$ cat src/hw/rtl/gas_pkg.sv
// Shared types, constants and helpers of the grid A* search core.
package gas_pkg;

	// Grid and storage geometry
	localparam int GridW    = 64;
	localparam int GridH    = 64;
	localparam int Cells    = GridW * GridH;
	localparam int MaxPath  = 4096;
	localparam int HeapCap  = 4 * Cells + 1;
	localparam int HeapAw   = $clog2(HeapCap);
	localparam int CellW    = $clog2(Cells);

	localparam logic [12:0] COST_MAX = 13'h1FFF;
	localparam logic [12:0] PAR_NONE = 13'h1000;

	// Request commands
	localparam logic [1:0] CMD_WRITE  = 2'd0;
	localparam logic [1:0] CMD_SEARCH = 2'd1;
	localparam logic [1:0] CMD_READ   = 2'd2;

	// Result status codes
	localparam logic [2:0] ST_OK       = 3'd0;
	localparam logic [2:0] ST_NOTFOUND = 3'd1;
	localparam logic [2:0] ST_OOB      = 3'd2;
	localparam logic [2:0] ST_BLOCKED  = 3'd3;
	localparam logic [2:0] ST_EMPTY    = 3'd4;

	// Configuration register indexes
	localparam logic [1:0] REG_WIDTH  = 2'd0;
	localparam logic [1:0] REG_HEIGHT = 2'd1;
	localparam logic [1:0] REG_MAXLEN = 2'd2;

	// Controller states, also the command code to the datapath
	localparam logic [4:0] S_IDLE   = 5'd0;
	localparam logic [4:0] S_RDW    = 5'd1;
	localparam logic [4:0] S_CHK    = 5'd2;
	localparam logic [4:0] S_CLR    = 5'd3;
	localparam logic [4:0] S_INIT   = 5'd4;
	localparam logic [4:0] S_POP    = 5'd5;
	localparam logic [4:0] S_POP2   = 5'd6;
	localparam logic [4:0] S_SDRD   = 5'd7;
	localparam logic [4:0] S_SDCMP  = 5'd8;
	localparam logic [4:0] S_CURRD  = 5'd9;
	localparam logic [4:0] S_CURCHK = 5'd10;
	localparam logic [4:0] S_NBRD   = 5'd11;
	localparam logic [4:0] S_NBCHK  = 5'd12;
	localparam logic [4:0] S_SURD   = 5'd13;
	localparam logic [4:0] S_SUCMP  = 5'd14;
	localparam logic [4:0] S_PCRD   = 5'd15;
	localparam logic [4:0] S_PCW    = 5'd16;
	localparam logic [4:0] S_PWI    = 5'd17;
	localparam logic [4:0] S_PWRD   = 5'd18;
	localparam logic [4:0] S_PWW    = 5'd19;
	localparam logic [4:0] S_RESP   = 5'd20;
	// Grid clearing pass after reset
	localparam logic [4:0] S_BOOT   = 5'd21;

	// One open-set entry
	typedef struct packed {
		logic [11:0] loc;
		logic [12:0] g;
		logic [12:0] f;
	} hnode_t;

	// Datapath status toward the controller
	typedef struct packed {
		logic [1:0] req_cmd;
		logic       pre_fail;
		logic       rd_oob;
		logic       ends_blocked;
		logic       clr_last;
		logic       heap_empty;
		logic       sd_done;
		logic       cur_closed;
		logic       cur_goal;
		logic       nb_valid;
		logic       nb_push;
		logic       dir_last;
		logic       su_root;
		logic       su_stop;
		logic       c_none;
		logic       pw_done;
	} dp_stat_t;

	// Absolute difference of two coordinates
	function automatic logic [5:0] dist6(input logic [5:0] a, input logic [5:0] b);
		dist6 = (a > b) ? (a - b) : (b - a);
	endfunction

endpackage

$ cat src/hw/rtl/gas_ctrl.sv
// Sequencing state machine of the grid A* search core.
module gas_ctrl import gas_pkg::*; (
	input  logic       clk,
	input  logic       arst_n,
	input  logic       in_valid,
	input  logic       out_ready,
	input  dp_stat_t   stat,
	output logic [4:0] op,
	output logic       in_ready,
	output logic       out_valid
);

	logic [4:0] state_q;
	logic [4:0] state_d;

	assign op        = state_q;
	assign in_ready  = (state_q == S_IDLE);
	assign out_valid = (state_q == S_RESP);

	// Next state
	always_comb begin
		state_d = state_q;
		unique case (state_q)
			S_BOOT:   state_d = stat.clr_last ? S_IDLE : S_BOOT;
			S_IDLE: begin
				if (in_valid) begin
					unique case (stat.req_cmd)
						CMD_SEARCH: state_d = stat.pre_fail ? S_RESP : S_CHK;
						CMD_READ:   state_d = stat.rd_oob ? S_RESP : S_RDW;
						default:    state_d = S_RESP;
					endcase
				end
			end
			S_RDW:    state_d = S_RESP;
			S_CHK:    state_d = stat.ends_blocked ? S_RESP : S_CLR;
			S_CLR:    state_d = stat.clr_last ? S_INIT : S_CLR;
			S_INIT:   state_d = S_POP;
			S_POP:    state_d = stat.heap_empty ? S_RESP : S_POP2;
			S_POP2:   state_d = S_SDRD;
			S_SDRD:   state_d = S_SDCMP;
			S_SDCMP:  state_d = stat.sd_done ? S_CURRD : S_SDRD;
			S_CURRD:  state_d = S_CURCHK;
			S_CURCHK: begin
				priority if (stat.cur_closed) state_d = S_POP;
				else if (stat.cur_goal) state_d = S_PCRD;
				else state_d = S_NBRD;
			end
			S_NBRD: begin
				priority if (stat.nb_valid) state_d = S_NBCHK;
				else if (stat.dir_last) state_d = S_POP;
				else state_d = S_NBRD;
			end
			S_NBCHK: begin
				priority if (stat.nb_push) state_d = S_SURD;
				else if (stat.dir_last) state_d = S_POP;
				else state_d = S_NBRD;
			end
			S_SURD: begin
				if (stat.su_root) begin
					state_d = stat.dir_last ? S_POP : S_NBRD;
				end else begin
					state_d = S_SUCMP;
				end
			end
			S_SUCMP: begin
				if (stat.su_stop) begin
					state_d = stat.dir_last ? S_POP : S_NBRD;
				end else begin
					state_d = S_SURD;
				end
			end
			S_PCRD:   state_d = stat.c_none ? S_PWI : S_PCW;
			S_PCW:    state_d = S_PCRD;
			S_PWI:    state_d = S_PWRD;
			S_PWRD:   state_d = stat.pw_done ? S_RESP : S_PWW;
			S_PWW:    state_d = S_PWRD;
			S_RESP:   state_d = out_ready ? S_IDLE : S_RESP;
			default:  state_d = S_IDLE;
		endcase
	end

	// State register
	always_ff @(posedge clk or negedge arst_n) begin
		if (!arst_n) begin
			state_q <= S_BOOT;
		end else begin
			state_q <= state_d;
		end
	end

endmodule

$ cat config.mk
export PLATFORM = sky130hd
export DESIGN_NAME = gas_ctrl
export DESIGN_NICKNAME = d
export VERILOG_FILES = /design/src/hw/rtl/gas_pkg.sv /design/src/hw/rtl/gas_ctrl.sv
export SDC_FILE = /design/constraint.sdc
export NUM_CORES = 1
export LEC_CHECK = 0
export ABC_AREA = 0
export BUFFER_PORTS_ARGS = -buffer_cell sky130_fd_sc_hd__buf_2
export CORE_MARGIN = 2
export CORE_UTILIZATION = 45
export DETAILED_ROUTE_END_ITERATION = 8
export PLACE_DENSITY = 0.73
export SYNTH_ARGS = -nofsm -noshare
export SYNTH_HDL_FRONTEND = slang
export SYNTH_SLANG_ARGS = --single-unit
export TNS_END_PERCENT = 30
$ cat constraint.sdc
create_clock -name clk -period 3.9 [get_ports clk]
set_clock_uncertainty 0.05 [all_clocks]
set_input_delay 0.195 -clock clk [delete_from_list [all_inputs] [get_ports clk]]
set_output_delay 0.195 -clock clk [all_outputs]
set_load 0.03 [all_outputs]
==> results of run 1 <==
-- critical path, cell delays in order (launching register included) --
cell	delay [ps]
dfrtp_1	610
or2_1	420
nor4_4	250
buf_2	260
-- report_power, final --
part	switching (mW)	total, mW	internal, mW
Clock	0.0219	0.0606	0.0387
Sequential	0.117	0.206	0.0893
Combinational	0.247	0.438	0.191
-- metrics by stage --
stage / hold slack [ps] / setup slack (ps) / utilization [%] / total power [mW] / instance area, sq um
after floorplan: -150.6 / 2085 / - / 0.5481 / 804.5
after global placement: -37.94 / 2099 / 53.77 / 0.6291 / 918.4
after detailed placement: -36.70 / 2057 / 53.77 / 0.6399 / 918.4
after CTS: 241.1 / 1887 / 55.90 / 0.7017 / 954.7
after global routing: 253.9 / 1804 / 55.90 / 0.7626 / 954.7
final: 239.7 / 1872 / 55.90 / 0.7051 / 954.7
-- layer usage --
metal	routed length [um]	part of all wire (%)	track usage, %
met5	0	0	0
met4	34	1.6	6.286
met3	146	6.7	2.745
met2	995	46	33.61
met1	1000	46	32.24
-- cells by family after synthesis --
group / Yosys count / synth area share [%]
buffers and inverters: 15 / 9.797
muxes: 3 / 3.888
AOI/OAI and AO/OA: 39 / 33.60
and+or+nand+nor: 48 / 33.59
adders and majority gates: 2 / 3.110
DFF: 5 / 16.02
-- worst max-delay path by stage --
| stage | slack, ps | from | end |
|---|---|---|---|
| after global placement | 2100 | op[1]$_DFFE_PN0P_ | op[2]$_DFFE_PN1P_ |
| final | 1870 | op[1]$_DFFE_PN0P_ | in_ready |
| after detailed placement | 2060 | op[1]$_DFFE_PN0P_ | op[4]$_DFFE_PN1P_ |
| after CTS | 1890 | op[1]$_DFFE_PN0P_ | in_ready |
| after floorplan | 2080 | op[2]$_DFFE_PN1P_ | out_valid |
| after global routing | 1800 | op[1]$_DFFE_PN0P_ | in_ready |
-- cell usage in the layout (no fill, tap or decap), types with 3 or more instances in the layout --
master,count
nand2_1,10
nor2b_1,5
a21oi_1,8
nand2b_1,6
nor3_1,3
buf_2,27
nor2_1,11
nand3b_1,3
o22ai_1,3
o21ai_0,8
inv_1,7
dfstp_2,3
a32o_1,3
clkbuf_4,3
-- layout make-up --
| type | count | area share [%] |
|---|---|---|
| repair buffers | 28 | 15.20 |
| clock buffers | 4 | 2.752 |
| multi-input cells | 92 | 62.52 |
| flip-flops and latches | 5 | 13.50 |
| well taps | 25 | 3.277 |
| inverters | 7 | 2.752 |
-- timing repair --
action,in CTS,in global routing
hold buffers,1,0
setup endpoints to repair,0,0
hold endpoints to repair,5,0
setup buffers,0,0
==> results.yml, run 1 <==
global_routing:
  grt-ovfl-total: 0
  antenna_found_initial: 0
  grt_max_degree: 22
  grt_pass1_vias: 781
  grt.total_usage_pct: 22.08
  grt_pass1_wl_um: 3429
clock_tree:
  htreeDepth: 1
  tritoncts: "yes"
  cts_buffer_depth: 2
  clock_tree.root_cell: "clkbuf_4"
  cts-buffers-inserted: 3
  cts_resized: 0
  clock_latency_ps: 240
  cts.clk_slew.worst_paths_ps: 50
  clkSinkCount: 5
sta:
  min_period_ps: 2028
  worstMarginPinSlew_ps: 673.5
  grt_setup_unrepaired: "no"
  finalSetupTns_ps: 0
  setup_viol: 0
  fmax_mhz: 493.2
  slew_viol_final: 0
  finalCritPeriodShare_pct: 51.99
  slew_headroom_pct: 55.10
  finalHoldViolations: 0
layout:
  fillCellCount: 166
  n_antenna_cell: 0
  finalNonFillerCells: 161
  area_growth_pct: 18.66
  multiInputGateArea_sq_um: 596.8
  final_layout_size_suffix_gt1_share_pct: 27.94
  regArea_sq_um: 128.9
  fin_nets: 160
  largest_reg_flops: 5
yosys:
  postSynthAreaPerCell_sq_um: 7.183
  syn_inst: 112
  yosysTopAreaCellShare_pct: 9.798
  synth_commonest_cells: "nor2_1, nand2_1, a21oi_1, o21ai_0, inv_1"
  synth_cell_type_count: 40
  ys.flop_type: "dfstp_2"
  postSynth.asyncResetShare_pct: 100.0
  synth.most_common_cell: "nor2_1"
  yosysWarningCount: 0
  yosysTopAreaCell: "dfstp_2"
  synth_nets: 135
  synth-edff-count: 0
  ys_seq_area_share_pct: 16.02
  synth_area_leaders: "dfstp_2, dfrtp_1, nor2_1, a21oi_1, o21ai_0"
  synth-seq-cells: 5
  synthesis.area_sq_um: 804.5
floorplan:
  fp.dieW_um: 46.28
  fp.dieH_um: 46.28
  dieArea_sq_um: 2142
  start_util_pct: 47.11
  num_rows: 15
  core_sq_um: 1708
  ios: 28
route:
  drt-total-wl_um: 2177
  vias_per_cell: 5.826
  first_pass_iters: 4
  drtIter0Drc: 27
  drc: 0
  via_count: 938
  ant_nets: 0
  routedWlPerCell_um: 13.52
critical_path:
  reg2reg_to: "op[4]$_DFFE_PN1P_"
  reg2reg_slack_ps: 2020
  cp.arrival_ps: 1780
  crit_path_max_fanout: 21
  required_ps: 3650
  worst-setup-path-type: "flop to output pin"
  timing.rr.start: "op[1]$_DFFE_PN0P_"
  r2r_cells: 5
  endpoint_kind: "output pin"
  critPathLaunchType: "flop"
power_and_ir_drop:
  powerDensity_nw_per_um2: 738.6
  ir_drop_v: 0.0003392
  leakage_nw: 0.4036
placed_design:
  port_buffers: 27
  gp_congestion: 0.8327
  dp_cells: 156
  dp_hpwl_um: 1643
hold_path:
  min_path_type: "input port to async pin"
run:
  cap_violations: 0
run_status:
  outcome: "completed"
No activity file was read; power rests on OpenSTA's default activity.
==> inputs of run 2 (changes only) <==
==> constraint.sdc (replaced) <==
create_clock -name clk -period 1.9 [get_ports clk]
set_clock_uncertainty 0.05 [all_clocks]
set_input_delay 0.095 -clock clk [delete_from_list [all_inputs] [get_ports clk]]
set_output_delay 0.095 -clock clk [all_outputs]
set_load 0.03 [all_outputs]
==> run 2 against run 1 <==
Combinational power increased by 140%. Final area rose by 4.5%. Critical endpoint unchanged. Count of clock-buffer cells in the layout is the same. Largest cell class unchanged.
==> results.yml, run 2 (synthesis results as in run 1) <==
run_status:
  outcome: "completed"
sta:
  setup_viol: 0
  fmax_mhz: 555.9
  worstMarginPinSlew_ps: 568.0
  grt_setup_unrepaired: "no"
  min_period_ps: 1799
  slew_viol_final: 0
  slew_headroom_pct: 62.13
  worst_slack_ps: 101.2
  finalHoldViolations: 0
  finalSetupTns_ps: 0
  hold_ws_ps: 160.0
  finalCritPeriodShare_pct: 94.68
critical_path:
  required_ps: 1750
  max_stage_delay_ps: 580
  crit_slowest_cell: "dfrtp_1"
  critPathLaunchType: "flop"
  worst-setup-path-type: "flop to output pin"
  crit_path_max_fanout: 17
  endpoint_kind: "output pin"
  r2r_cells: 5
  worstPathCellList: "buf_4 > nor4_4 > buf_2"
  cp.arrival_ps: 1650
power_and_ir_drop:
  p_sw_mw: 0.8010
  power.share.clock_pct: 7.9
  leakage_nw: 0.4300
  powerDensity_nw_per_um2: 1516
  p_total_mw: 1.512
  p_int_mw: 0.7111
  ir_drop_v: 0.0006952
  p_comb_share_pct: 69.6
  switching_share_pct: 52.97
  p_seq_share_pct: 22.5
clock_tree:
  clock_tree.root_cell: "clkbuf_4"
  cts-buffers-inserted: 3
  cts.clk_slew.worst_paths_ps: 40
  clock_latency_ps: 230
  postCtsSetupRepairBufs: 0
  cts_buffer_depth: 2
  clkSinkCount: 5
  htreeDepth: 1
  tritoncts: "yes"
floorplan:
  ios: 28
  fp.dieH_um: 46.28
  core_sq_um: 1708
  dieArea_sq_um: 2142
  start_util_pct: 47.11
  fp.dieW_um: 46.28
  num_rows: 15
route:
  ant_nets: 0
  first_pass_iters: 4
  drt-total-wl_um: 2149
  via_count: 945
  drc: 0
  drtIter0Drc: 28
  vias_per_cell: 5.693
  routedWlPerCell_um: 12.95
layout:
  largest_reg_flops: 5
  final_layout_size_suffix_gt1_share_pct: 31.21
  area_growth_pct: 23.95
  fin_nets: 165
  post-route-util_pct: 58.39
  n_antenna_cell: 0
  mostFrequentLayoutCell: "buf_2"
  final_cell_mix: "buf_2, nor2_1, nand2_1, a21oi_1, o21ai_0"
  finalNonFillerCells: 166
  final_cell_area_sq_um: 997.2
  fillCellCount: 170
global_routing:
  antenna_found_initial: 0
  grt_max_degree: 21
  grt_pass1_wl_um: 3450
  grt-ovfl-total: 0
  grt.total_usage_pct: 21.76
  grt_pass1_vias: 876
placed_design:
  placed_area_sq_um: 955.9
  dp_cells: 161
  dp_slack_ps: 148.1
  port_buffers: 27
  dp_hpwl_um: 1724
  gp_congestion: 0.9586
hold_path:
  min_path_type: "input port to async pin"
run:
  cap_violations: 0
-- run 2: cell types whose count changed in the layout (fill, tap and decap cells not counted) --
cell    change
buf_4       +5
nor3_1      -1
nor3_2      +1
-- run 2: area by class of cell --
type | instances | area (sq um) | share of cell area [%]
flip-flops and latches | 5 | 128.9 | 12.92
inverters | 7 | 26.28 | 2.635
well taps | 25 | 31.28 | 3.137
multi-input cells | 92 | 601.8 | 60.35
repair buffers | 33 | 182.7 | 18.32
clock buffers | 4 | 26.28 | 2.635
-- run 2: power by group through the flow --
stage / sequential (mW) / clock (mW) / combinational [mW]
finish: 0.341 / 0.119 / 1.05
global route: 0.356 / 0.130 / 1.16
CTS: 0.337 / 0.121 / 1.04
detailed placement: 0.336 / 0 / 1.04
global placement: 0.334 / 0 / 1.03
floorplan: 0.334 / 0 / 0.791
-- run 2: worst max-delay path: cells and delay by family (launching register included) --
kind,cells,cell delay [ps]
buffers and inverters,2,510
and+or+nand+nor,1,320
DFF,1,580
-- run 2: worst paths after layout --
kind                       slack, ps              start           endpoint
max                              100  op[3]$_DFFE_PN0P_           in_ready
min                              160             arst_n  op[1]$_DFFE_PN0P_
max reg2reg                      240  op[0]$_DFFE_PN1P_  op[1]$_DFFE_PN0P_
min reg2reg                      600  op[4]$_DFFE_PN1P_  op[3]$_DFFE_PN0P_
max in group asynchronous       1430             arst_n  op[4]$_DFFE_PN1P_
min in group clk                 160           stat[14]  op[1]$_DFFE_PN0P_
-- run 2: repair_timing --
action / 4_1_cts / 5_1_grt
hold buffers: 1 / 0
resized for setup: 0 / 1
setup endpoints to repair: 0 / 2
hold endpoints to repair: 5 / 0
-- run 2: layer usage --
layer	global-route usage (%)	wire length [um]	up-vias
met3	2.353	106	2
met5	0	0	-
met2	38.61	1063	38
met1	27.29	955	435
li1	-	-	470
met4	6.286	23	0
